File: src/sv/qoienc_pkg.sv
// ----------------------------------------------------------------------------
// QOI encoder package
// Opcodes, colour index geometry, output burst types and the index hash.
// ----------------------------------------------------------------------------
`default_nettype none

package qoienc_pkg;

   // colour index geometry
   localparam int unsigned INDEX_ENTRIES = 64;
   localparam int unsigned HASH_W        = $clog2(INDEX_ENTRIES);

   // chunk opcodes
   localparam logic [7:0] OP_INDEX = 8'h00;
   localparam logic [7:0] OP_RUN   = 8'hC0;
   localparam logic [7:0] OP_RGB   = 8'hFE;
   localparam logic [7:0] OP_RGBA  = 8'hFF;

   // end marker: seven zero bytes then one
   localparam int unsigned  END_ZEROS = 7;
   localparam logic [7:0]   END_TAIL  = 8'h01;

   // channel count codes
   localparam logic [2:0] CH_RGB   = 3'd3;
   localparam logic [2:0] CH_RESET = 3'd4;

   // previous pixel after reset: black, opaque
   localparam logic [31:0] PIXEL_RESET = 32'h0000_00FF;

   // most bytes one pixel can cause: run flush, RGBA literal, end marker
   localparam int unsigned BURST_BYTES = 14;

   typedef logic [7:0]  byte_type;
   typedef logic [3:0]  count_type;
   typedef logic [31:0] pixel_type;
   typedef logic [HASH_W-1:0] hash_type;

   typedef struct packed {
      byte_type [BURST_BYTES-1:0] bytes;
      count_type                  count;
   } burst_type;

   typedef struct packed {
      logic      valid;
      burst_type burst;
   } load_type;

   // (3r + 5g + 7b + 11a) mod 64; only the low six bits of each term matter
   function automatic hash_type pixel_hash(input pixel_type px);
      hash_type r6;
      hash_type g6;
      hash_type b6;
      hash_type a6;
      r6 = px[24 +: HASH_W];
      g6 = px[16 +: HASH_W];
      b6 = px[8 +: HASH_W];
      a6 = px[0 +: HASH_W];
      return hash_type'(r6 * hash_type'(3) + g6 * hash_type'(5)
                        + b6 * hash_type'(7) + a6 * hash_type'(11));
   endfunction

endpackage

`default_nettype wire

File: src/sv/qoienc_ifs.sv
// ----------------------------------------------------------------------------
// QOI encoder channel interfaces
// Pixel input, encoded byte output and channel count write channels.
// ----------------------------------------------------------------------------
`default_nettype none

interface qoienc_pixel_if;
   logic       valid;
   logic       ready;
   logic [7:0] red;
   logic [7:0] green;
   logic [7:0] blue;
   logic [7:0] alpha;
   logic       last_pixel;

   modport source (output valid, red, green, blue, alpha, last_pixel, input ready);
   modport sink   (input valid, red, green, blue, alpha, last_pixel, output ready);
endinterface

interface qoienc_byte_if;
   logic       valid;
   logic       ready;
   logic [7:0] out_byte;
   logic       last_byte;

   modport source (output valid, out_byte, last_byte, input ready);
   modport sink   (input valid, out_byte, last_byte, output ready);
endinterface

interface qoienc_csr_if;
   logic       valid;
   logic       ready;
   logic [2:0] channel_count;

   modport source (output valid, channel_count, input ready);
   modport sink   (input valid, channel_count, output ready);
endinterface

`default_nettype wire

File: src/sv/qoienc_serialiser.sv
// ----------------------------------------------------------------------------
// QOI encoder byte serialiser
// Holds one pixel's burst of chunk bytes and hands them out one per transaction.
// ----------------------------------------------------------------------------
`default_nettype none

module qoienc_serialiser
   import qoienc_pkg::*;
(
   input  wire logic          clock,
   input  wire logic          reset,
   input  wire load_type      load,
   output logic               can_load,
   qoienc_byte_if.source      rsp_ch
);

   byte_type [BURST_BYTES-1:0] bytes_ff;
   byte_type [BURST_BYTES-1:0] bytes_in;
   count_type                  count_ff;
   count_type                  count_in;
   logic                       rsp_fire;

   assign rsp_fire = rsp_ch.valid && rsp_ch.ready;

   // free now, or the last byte leaves this cycle
   assign can_load = (count_ff == '0) || ((count_ff == count_type'(1)) && rsp_ch.ready);

   // load a new burst or shift out the head byte
   always_comb begin
      bytes_in = bytes_ff;
      count_in = count_ff;
      if (load.valid && can_load) begin
         bytes_in = load.burst.bytes;
         count_in = load.burst.count;
      end else if (rsp_fire) begin
         for (int i = 0; i < BURST_BYTES - 1; i++) begin
            bytes_in[i] = bytes_ff[i+1];
         end
         bytes_in[BURST_BYTES-1] = '0;
         count_in = count_ff - count_type'(1);
      end
   end

   always_ff @(posedge clock) begin
      if (reset) begin
         count_ff <= '0;
      end else begin
         count_ff <= count_in;
      end
   end

   always_ff @(posedge clock) begin
      bytes_ff <= bytes_in;
   end

   assign rsp_ch.valid     = (count_ff != '0);
   assign rsp_ch.out_byte  = bytes_ff[0];
   assign rsp_ch.last_byte = (count_ff == count_type'(1));

endmodule

`default_nettype wire

File: src/sv/qoi_pixel_encoder.sv
// ----------------------------------------------------------------------------
// QOI pixel encoder
// One RGBA pixel per input transaction in, QOI chunk bytes out (no header).
// ----------------------------------------------------------------------------
// Pixels are accepted back to back while the serialiser can take a new burst.
// An accepted pixel reads the 64-entry colour index on acceptance, is encoded
// from the registered input stage, and its bytes leave the serialiser one at a
// time. The serialiser's single byte lane sets the rate: a run that carries
// on emits no bytes, an index hit or a run flush alone one, an RGB literal
// four and an RGBA literal five, one more when an open run is flushed first,
// up to fourteen for a last pixel with run flush, RGBA literal and end marker.
// The colour index is cleared by per-entry valid bits, so reset and image end
// need no clearing pass. channel_count must be written only while the block
// idles; the block itself does not enforce this.
// ----------------------------------------------------------------------------
`default_nettype none

module qoi_pixel_encoder
   import qoienc_pkg::*;
#(
   parameter int unsigned MAX_RUN = 62
) (
   input  wire logic       clock,
   input  wire logic       reset,
   qoienc_pixel_if.sink    req_ch,
   qoienc_byte_if.source   rsp_ch,
   qoienc_csr_if.sink      csr_ch
);

   localparam logic [5:0] RUN_LIMIT = 6'(MAX_RUN);

   // configuration
   logic [2:0] chan_ff;
   logic       rgb_mode;

   // input stage
   logic      req_fire;
   pixel_type px_in;
   hash_type  hash_in;
   logic      a_valid_ff;
   logic      a_valid_in;
   pixel_type a_px_ff;
   hash_type  a_hash_ff;
   logic      a_last_ff;
   logic      a_move;

   // colour index memory and its bookkeeping
   pixel_type                 index_mem [INDEX_ENTRIES];
   pixel_type                 rd_data_ff;
   logic [INDEX_ENTRIES-1:0]  idx_valid_ff;
   logic [INDEX_ENTRIES-1:0]  idx_valid_in;
   hash_type                  lw_addr_ff;
   pixel_type                 lw_data_ff;

   // encoder state
   pixel_type prev_ff;
   pixel_type prev_in;
   logic [5:0] run_ff;
   logic [5:0] run_in;

   // encode decision
   pixel_type entry;
   logic      repeat_px;
   logic      hit;
   logic      mem_we;
   logic [5:0] run_inc;
   load_type  load;
   logic      can_load;

   assign rgb_mode = (chan_ff == CH_RGB);

   // configuration register, always ready
   assign csr_ch.ready = 1'b1;

   always_ff @(posedge clock) begin
      if (reset) begin
         chan_ff <= CH_RESET;
      end else if (csr_ch.valid) begin
         chan_ff <= csr_ch.channel_count;
      end
   end

   // input acceptance; alpha forced opaque in RGB mode
   assign req_fire  = req_ch.valid && req_ch.ready;
   assign px_in     = {req_ch.red, req_ch.green, req_ch.blue,
                       rgb_mode ? 8'hFF : req_ch.alpha};
   assign hash_in   = pixel_hash(px_in);
   assign a_move    = a_valid_ff && can_load;
   assign req_ch.ready = !a_valid_ff || can_load;

   always_comb begin
      a_valid_in = a_valid_ff;
      if (req_fire) begin
         a_valid_in = 1'b1;
      end else if (a_move) begin
         a_valid_in = 1'b0;
      end
   end

   always_ff @(posedge clock) begin
      if (reset) begin
         a_valid_ff <= 1'b0;
      end else begin
         a_valid_ff <= a_valid_in;
      end
   end

   always_ff @(posedge clock) begin
      if (req_fire) begin
         a_px_ff   <= px_in;
         a_hash_ff <= hash_in;
         a_last_ff <= req_ch.last_pixel;
      end
   end

   // colour index: read on acceptance, write back on a miss
   always_ff @(posedge clock) begin
      if (req_fire) begin
         rd_data_ff <= index_mem[hash_in];
      end
      if (mem_we) begin
         index_mem[a_hash_ff] <= a_px_ff;
      end
   end

   // last write kept for forwarding to a read issued on the same edge
   always_ff @(posedge clock) begin
      if (mem_we) begin
         lw_addr_ff <= a_hash_ff;
         lw_data_ff <= a_px_ff;
      end
   end

   // entry as seen now: cleared entries read zero
   always_comb begin
      if (!idx_valid_ff[a_hash_ff]) begin
         entry = '0;
      end else if (lw_addr_ff == a_hash_ff) begin
         entry = lw_data_ff;
      end else begin
         entry = rd_data_ff;
      end
   end

   assign repeat_px = (a_px_ff == prev_ff);
   assign hit       = (entry == a_px_ff);
   assign run_inc   = run_ff + 6'd1;
   assign mem_we    = a_move && !repeat_px && !hit;

   // build the pixel's byte burst
   always_comb begin
      count_type pos;
      pos = '0;
      load.valid = a_move;
      load.burst.bytes = '0;
      if (repeat_px) begin
         if ((run_inc >= RUN_LIMIT) || a_last_ff) begin
            load.burst.bytes[pos] = OP_RUN | {2'b00, run_inc - 6'd1};
            pos = pos + count_type'(1);
         end
      end else begin
         if (run_ff != '0) begin
            load.burst.bytes[pos] = OP_RUN | {2'b00, run_ff - 6'd1};
            pos = pos + count_type'(1);
         end
         if (hit) begin
            load.burst.bytes[pos] = OP_INDEX | {2'b00, a_hash_ff};
            pos = pos + count_type'(1);
         end else begin
            load.burst.bytes[pos] = rgb_mode ? OP_RGB : OP_RGBA;
            load.burst.bytes[pos + count_type'(1)] = a_px_ff[31:24];
            load.burst.bytes[pos + count_type'(2)] = a_px_ff[23:16];
            load.burst.bytes[pos + count_type'(3)] = a_px_ff[15:8];
            pos = pos + count_type'(4);
            if (!rgb_mode) begin
               load.burst.bytes[pos] = a_px_ff[7:0];
               pos = pos + count_type'(1);
            end
         end
      end
      // end marker: zeros already in place, then the closing one
      if (a_last_ff) begin
         pos = pos + count_type'(END_ZEROS);
         load.burst.bytes[pos] = END_TAIL;
         pos = pos + count_type'(1);
      end
      load.burst.count = pos;
   end

   // encoder state update
   always_comb begin
      prev_in      = prev_ff;
      run_in       = run_ff;
      idx_valid_in = idx_valid_ff;
      if (a_move) begin
         if (repeat_px) begin
            run_in = ((run_inc >= RUN_LIMIT) || a_last_ff) ? 6'd0 : run_inc;
         end else begin
            run_in  = '0;
            prev_in = a_px_ff;
            if (!hit) begin
               idx_valid_in[a_hash_ff] = 1'b1;
            end
         end
         // image end: back to the reset state
         if (a_last_ff) begin
            prev_in      = PIXEL_RESET;
            run_in       = '0;
            idx_valid_in = '0;
         end
      end
   end

   always_ff @(posedge clock) begin
      if (reset) begin
         prev_ff      <= PIXEL_RESET;
         run_ff       <= '0;
         idx_valid_ff <= '0;
      end else begin
         prev_ff      <= prev_in;
         run_ff       <= run_in;
         idx_valid_ff <= idx_valid_in;
      end
   end

   // byte output
   qoienc_serialiser u_serialiser (
      .clock    (clock),
      .reset    (reset),
      .load     (load),
      .can_load (can_load),
      .rsp_ch   (rsp_ch)
   );

endmodule

`default_nettype wire

File: src/flat_wrapper.sv
// flat-port wrapper written by rule: the top's interface ports become plain ports
module qoi_pixel_encoder_flat import qoienc_pkg::*;
#(
   parameter int unsigned MAX_RUN = 62
)
  (clock, reset, req_ch_valid, req_ch_red, req_ch_green, req_ch_blue, req_ch_alpha, req_ch_last_pixel, req_ch_ready, rsp_ch_valid, rsp_ch_out_byte, rsp_ch_last_byte, rsp_ch_ready, csr_ch_valid, csr_ch_channel_count, csr_ch_ready);
  qoienc_pixel_if req_ch_i ();
  qoienc_byte_if rsp_ch_i ();
  qoienc_csr_if csr_ch_i ();
  input  wire logic clock;
  input  wire logic reset;
  input wire logic [$bits(req_ch_i.valid)-1:0] req_ch_valid;
  input wire logic [$bits(req_ch_i.red)-1:0] req_ch_red;
  input wire logic [$bits(req_ch_i.green)-1:0] req_ch_green;
  input wire logic [$bits(req_ch_i.blue)-1:0] req_ch_blue;
  input wire logic [$bits(req_ch_i.alpha)-1:0] req_ch_alpha;
  input wire logic [$bits(req_ch_i.last_pixel)-1:0] req_ch_last_pixel;
  output wire logic [$bits(req_ch_i.ready)-1:0] req_ch_ready;
  output wire logic [$bits(rsp_ch_i.valid)-1:0] rsp_ch_valid;
  output wire logic [$bits(rsp_ch_i.out_byte)-1:0] rsp_ch_out_byte;
  output wire logic [$bits(rsp_ch_i.last_byte)-1:0] rsp_ch_last_byte;
  input wire logic [$bits(rsp_ch_i.ready)-1:0] rsp_ch_ready;
  input wire logic [$bits(csr_ch_i.valid)-1:0] csr_ch_valid;
  input wire logic [$bits(csr_ch_i.channel_count)-1:0] csr_ch_channel_count;
  output wire logic [$bits(csr_ch_i.ready)-1:0] csr_ch_ready;
  assign req_ch_i.valid = req_ch_valid;
  assign req_ch_i.red = req_ch_red;
  assign req_ch_i.green = req_ch_green;
  assign req_ch_i.blue = req_ch_blue;
  assign req_ch_i.alpha = req_ch_alpha;
  assign req_ch_i.last_pixel = req_ch_last_pixel;
  assign req_ch_ready = req_ch_i.ready;
  assign rsp_ch_valid = rsp_ch_i.valid;
  assign rsp_ch_out_byte = rsp_ch_i.out_byte;
  assign rsp_ch_last_byte = rsp_ch_i.last_byte;
  assign rsp_ch_i.ready = rsp_ch_ready;
  assign csr_ch_i.valid = csr_ch_valid;
  assign csr_ch_i.channel_count = csr_ch_channel_count;
  assign csr_ch_ready = csr_ch_i.ready;
  qoi_pixel_encoder #(.MAX_RUN(MAX_RUN)) u_core (.clock(clock), .reset(reset), .req_ch(req_ch_i), .rsp_ch(rsp_ch_i), .csr_ch(csr_ch_i));
endmodule
File: config.mk
export PLATFORM = sky130hd
export DESIGN_NAME = qoi_pixel_encoder_flat
export DESIGN_NICKNAME = d
export VERILOG_FILES = /design/src/sv/qoienc_pkg.sv /design/src/sv/qoienc_ifs.sv /design/src/sv/qoienc_serialiser.sv /design/src/sv/qoi_pixel_encoder.sv /design/src/flat_wrapper.sv
export SDC_FILE = /design/constraint.sdc
export NUM_CORES = 2
export LEC_CHECK = 0
export BUFFER_PORTS_ARGS = -buffer_cell sky130_fd_sc_hd__buf_2
export CAP_MARGIN = 25
export CORE_MARGIN = 2
export CORE_UTILIZATION = 55
export CTS_CLUSTER_SIZE = 30
export DETAILED_ROUTE_END_ITERATION = 8
export GPL_TIMING_DRIVEN = 0
export PLACE_DENSITY = 0.73
export REMOVE_ABC_BUFFERS = 1
export SLEW_MARGIN = 20
export SYNTH_ARGS = -nofsm -noshare
export SYNTH_HDL_FRONTEND = slang
export SYNTH_SLANG_ARGS = --single-unit
File: constraint.sdc
create_clock -name clock -period 16.65 [get_ports clock]
set_clock_uncertainty 0.2 [all_clocks]
set_input_delay 1.665 -clock clock [delete_from_list [all_inputs] [get_ports clock]]
set_output_delay 1.665 -clock clock [all_outputs]
set_load 0.05 [all_outputs]
After elaboration in Yosys (flattened, before gate mapping). Memory sizes are Yosys's and may differ from the RTL's. A register that Yosys moved wholly into a read port is not among the register bits. Cells that the tools add are included.

$mul: 4. Shift-type cells: 0. $add $sub $neg: 14. Equal/unequal tests: 7. Multiplexer cells: 57. Order comparisons: 15. Div/mod/pow operators: 0. Bitwise operators: 4. Reductions and logical operators: 27.

Operator list (number): $bwmux 112 (6); $mux 112 (5); $demux 8 s4 (6); $mux 64 (3); $mux 32 (4); $mux 104 (1); $and 98x98->98 (1); $not 98->98 (1); $mux 8 (10); $eq 32x32->1 (2); $or 64x64->64 (1); $lt 4x5->1 const B (6); $mux 4 (7); $ge 4x1->1 const B (6); $mux 6 (4); $add 6x6->6 (3); $logic_and 1x1->1 (14); $or 14x14->14 (1); $add 4x1->4 const B (3); $mul 6x3->6 const B (2); $sub 6x1->6 const B (2); $mux 1 (9); $add 4x2->4 const B (2); $add 4x3->4 const B (2); 21 further kinds (27).

ROM bits: 0. Memories: 1. Memory bits (writable): 2048. Latch bits: 0. Output and inout bits: 12. Logic and storage cells: 155. Flip-flop bits (word level): 299.

Memories: u_core.index_mem (depth 64, width 32, rd ports 1, clocked after Yosys merged registers in 1, wr ports 1, RTL line qoi_pixel_encoder.sv:48) `pixel_type index_mem [INDEX_ENTRIES];`.

Depth between registers and ports, before layout.
Depth after elaboration: 18. Depth in mapped cells: 23.

Modules after synthesis. From an unflattened synthesis, not the netlist that was laid out.

Cells, all modules: 4820. Area total of the unflattened synthesis: 95210.1 µm².

By module, submodules not included: qoi_pixel_encoder (area each 90116.4 µm², sequential area each 66894.2 µm², cells an instance 4318, instances 1); qoienc_serialiser (area each 5093.6 µm², sequential area each 3443.3 µm², cells an instance 502, instances 1).

Least setup slack after synthesis. No wires, ideal clock.

Kind: input-to-reg. From: in req_ch_blue[0]. To: reg u_core.rd_data_ff[10], read port of u_core.index_mem (data pin). Required time: 16180 ps. Stages: 14. Setup slack: 9797 ps. Data arrival time: 6383 ps. Path through: fa_1 ha_1 fa_1 fa_1 inv_1 fa_1 inv_1 ha_1 clkbuf_1 buf_1 clkbuf_1 mux4_2 mux2i_1 a21oi_1.

Word-level cells in the longest chain between the ends: 3.

Ends and longest elaborated chain: start: declaration (RTL line flat_wrapper.sv:15) `input wire logic [$bits(req_ch_i.blue)-1:0] req_ch_blue;`; $mul 6x3->6 (RTL line qoienc_pkg.sv:59) `+ b6 * hash_type'(7) + a6 * hash_type'(11));`; $add 6x6->6 (2 in series) (RTL line qoienc_pkg.sv:59); net u_core.hash_in[2] (RTL line qoi_pixel_encoder.sv:39) `hash_type hash_in;`; end: declaration (RTL line qoi_pixel_encoder.sv:49) `pixel_type rd_data_ff;`.

The timed path passes the listed nets, and every way through them passes these cells. A chain may end at the register's enable or synchronous reset.

Worst setup path in the final report.
From: reg u_core.chan_ff[1]. To: reg u_core.rd_data_ff[9], read port of u_core.index_mem (data pin).

Word-level cells in the longest chain between the ends: 4.

Ends and longest elaborated chain: start: declaration (RTL line qoi_pixel_encoder.sv:33) `logic [2:0] chan_ff;`; start signal: assignment (RTL line qoi_pixel_encoder.sv:79) `chan_ff <= csr_ch.channel_count;`; $eq 3x2->1 (RTL line qoi_pixel_encoder.sv:70) `assign rgb_mode = (chan_ff == CH_RGB);`; $mux 6 (RTL line qoi_pixel_encoder.sv:86) `rgb_mode ? 8'hFF : req_ch.alpha};`; net u_core.px_in[0] (RTL line qoi_pixel_encoder.sv:38) `pixel_type px_in;`; $mul 6x4->6 (RTL line qoienc_pkg.sv:59); $add 6x6->6 (RTL line qoienc_pkg.sv:59); net u_core.hash_in[3] (RTL line qoi_pixel_encoder.sv:39).

The timed path passes the listed nets, and every way through them passes these cells.

==> summary.md <==
| Metric | Value |
|---|---|
| Switching pwr | `7801 µW` |
| Final Hold Viols | `0` |
| Top cells by area, synth | `edfxtp_1 72%, mux4_2 16%, dfxtp_1 2.4%` |
| Port bufs | `51` |
| P_leak | `0.03524 µW` |
| Clk buf depth | `3` |
| Unrepaired setup endpoints after global routing | `no` |
| Compound-Gate Fraction of Synth Area | `0.02674` |
| Async SR Flop Fraction | `0` |
| Seq/Total Area, Yosys | `0.7489` |
| Fin nets | `4967` |
| Pint | `13120 µW` |
| Hold path startpoint | `u_core.idx_valid_ff[27]` |
| Commonest cells in the netlist | `2213 x edfxtp_1, 640 x mux4_2, 205 x clkbuf_1` |
| Hold Buf Count CTS | `0` |
| Top_reg_cell synth | `edfxtp_1` |
| GRT Util Overall | `0.2772` |
| YS warnings | `0` |
| Critical Path End Type | `flop` |
| Cells after Synth | `4321` |
| Area leader, netlist | `edfxtp_1` |
| Grt total ovfl | `0` |
| Die Wd | `412.3 µm` |
| Sw frac | `0.3730` |
| Max-slew violation count | `0` |
| EDFF count, synth | `2213` |
| Fill cells | `10460` |
| Setup crit start | `u_core.chan_ff[1]` |
| Initial antenna violation count | `6` |
| Status | `finished clean` |
| Clock tree from TritonCTS | `built` |
| Power share of the sequential group | `0.342` |
| Crit-path max FO | `32` |
| Clock root cell | `clkbuf_16` |
| Core ar. | `165200 µm²` |
| XOR/XNOR Fraction of Synth Area | `0.01032` |
| Vias per cell | `6.608` |
| Most instantiated library cell after synthesis | `edfxtp_1` |
| Netlist cell types | `71` |
| Max-Cap Viols | `0` |
| CP required | `16980 ps` |
| DRC viols | `0` |
| Startpoint Class | `flop` |
| WL final | `232.9 mm` |
| Comb power frac | `0.429` |
| Total Power | `20920 µW` |
| Max Clk Rate | `128.2 MHz` |
| Area growth, synth to finish | `16.85%` |
| Final setup vio count | `0` |
| Post-synthesis adder-cell area fraction | `0.008571` |
| CTS H-Tree Depth | `4` |
| Synth Register Bits | `2323` |
| FF-to-FF Start | `u_core.chan_ff[1]` |
| Routed Antenna Nets | `0` |
| Simple-gate portion of the synthesized area | `0.02345` |
| Crit path arrival time | `8130 ps` |
| Share of cells above drive strength 1 | `0.3318` |
| Post-layout minimum cycle time | `7799 ps` |
| First-pass GRT wire length | `336.2 mm` |
| Non-Filler Instances | `7254` |
| Gp weighted congestion | `0.8024` |
| Initial Utilization | `0.5550` |
| P per Cell Area | `195.3 nW/µm²` |
| Hpwl dp | `155.0 mm` |
| Ports | `53` |
| Clock Latency Late Sink | `880 ps` |
| Site Rows | `149` |
| Largest net degree at the start of global routing | `59` |
| TNS Setup | `0 ps` |
| Inserted Clock Buffers | `219` |
| Post-CTS sizing | `0` |
| DP Cell Count | `6842` |
| DIE HEIGHT | `412.3 µm` |
| Vias | `47930` |
| Largest family of logic cells by synthesized area | `multiplexers` |
| DR WL/cell | `32.10 µm` |
| Post-CTS Setup Inserts | `0` |
| Fin crit share | `0.4684` |
| Vias in the first global route | `48180` |
| Drt first pass iters | `5` |
| Reg clk slew, reported paths | `60 ps` |
| Worst relative slew slack | `0.2718` |
| Initial detailed-routing violation count | `6677` |
| CTS sink count | `2323` |
| Hold Crit Class | `flop to flop` |
| Top-area cell type share of the netlist area | `0.7249` |
| Full die area | `170000 µm²` |
| Clock share of power | `0.228` |
| Post-synthesis mux area share | `0.1661` |
| Mapped Avg Cell Area | `21.22 µm²` |
| Max VDD drop | `237.4 µV` |
| Kind of critical path | `flop to flop` |
| Worst slew pin tran | `1092 ps` |
| Post-synthesis instance area | `91680 µm²` |
[layout make-up]
cell class / instances / area [µm²] / share of cell area
well taps: 2189 / 2739 / 0.02557
diodes: 2 / 5.005 / 0.00004672
repair buffers: 635 / 6536 / 0.06101
inverters: 66 / 251.5 / 0.002348
clock buffers: 282 / 5788 / 0.05403
flip-flops and latches: 2323 / 68660 / 0.6409
clock inverters: 125 / 1064 / 0.009928
multi-input cells: 1632 / 22090 / 0.2062
[sequential cells by signal (all words and copies together), names as in the netlist, 4 cells and up]
register,flops
u_core.lw_addr_ff,6
u_core.idx_valid_ff,64
u_core.a_px_ff,32
u_core.u_serialiser.bytes_ff,48
u_core.rd_data_ff,32
u_core.lw_data_ff,32
u_core.run_ff,6
u_core.a_hash_ff,6
u_core.u_serialiser.count_ff,4
u_core.prev_ff,32
u_core.index_mem,2048
u_core.u_serialiser.rsp_ch.out_byte,8
[stage by stage]
step	area [µm²]	setup slack (ps)	hold slack, ps	utilization
2_1_floorplan	90460	-7214	241.0	-
3_3_place_gp	93460	-17530	254.4	0.5658
3_5_place_dp	100200	8577	259.4	0.6068
4_1_cts	107100	8772	277.9	0.6482
5_1_grt	107100	8701	298.1	0.6485
6_report	107100	8851	277.4	0.6486
[placed cells by master (no fill, tap or decap), types with 65 or more instances in the layout]
master / instances
edfxtp_1: 2213
mux4_2: 640
buf_2: 227
a22o_1: 65
dfxtp_1: 110
clkbuf_16: 220
xor2_1: 69
buf_4: 178
a21oi_1: 67
mux2i_1: 73
buf_8: 107
[worst paths after layout]
kind | endpoint | depth (start not counted) | slack [ps]
worst min register to register | u_core.idx_valid_ff[27] | 1 | 280
worst min-delay path | u_core.idx_valid_ff[27] | 1 | 280
worst max register to register | u_core.rd_data_ff[9] | 17 | 8850
worst max-delay path | u_core.rd_data_ff[9] | 17 | 8850
[power by group through the flow]
stage	clock network [µW]	registers, µW	logic (µW)
floorplan	0	7370	6190
global placement	0	7470	7710
detailed placement	0	7280	8790
CTS	4820	7160	8890
global route	5030	7180	9220
finish	4770	7160	8980
[worst max-delay path, cell delays in order, from the launching register on]
cell and delay [ps]:
dfxtp_1 320, nand2_1 50, nor2_1 520, inv_1 630, nand2b_1 420, ha_1 290, ha_1 330, fa_1 530
inv_1 50, fa_1 470, inv_1 50, fa_1 480, fa_4 1210, buf_12 320, buf_16 260, mux4_2 470
mux2i_1 410, a21oi_1 310
[cell families after synthesis]
family / count (synthesis)
xor gates and xnor gates: 108
and+or+nand+nor: 405
adders and majority gates: 49
AOI/OAI and AO/OA: 349
other: 1
DFF: 2323
buffers and inverters: 366
muxes: 720
[routing by layer]
layer  GRT usage  routed length, µm  vias to the layer above
met3     0.04528              22620                      479
met2      0.4386             112700                     3064
met1      0.3898              87070                    25210
met4      0.1150              10440                        0
met5           0                  0                        -
li1            -                  -                    19180
No activity file was read; power rests on OpenSTA's default activity.
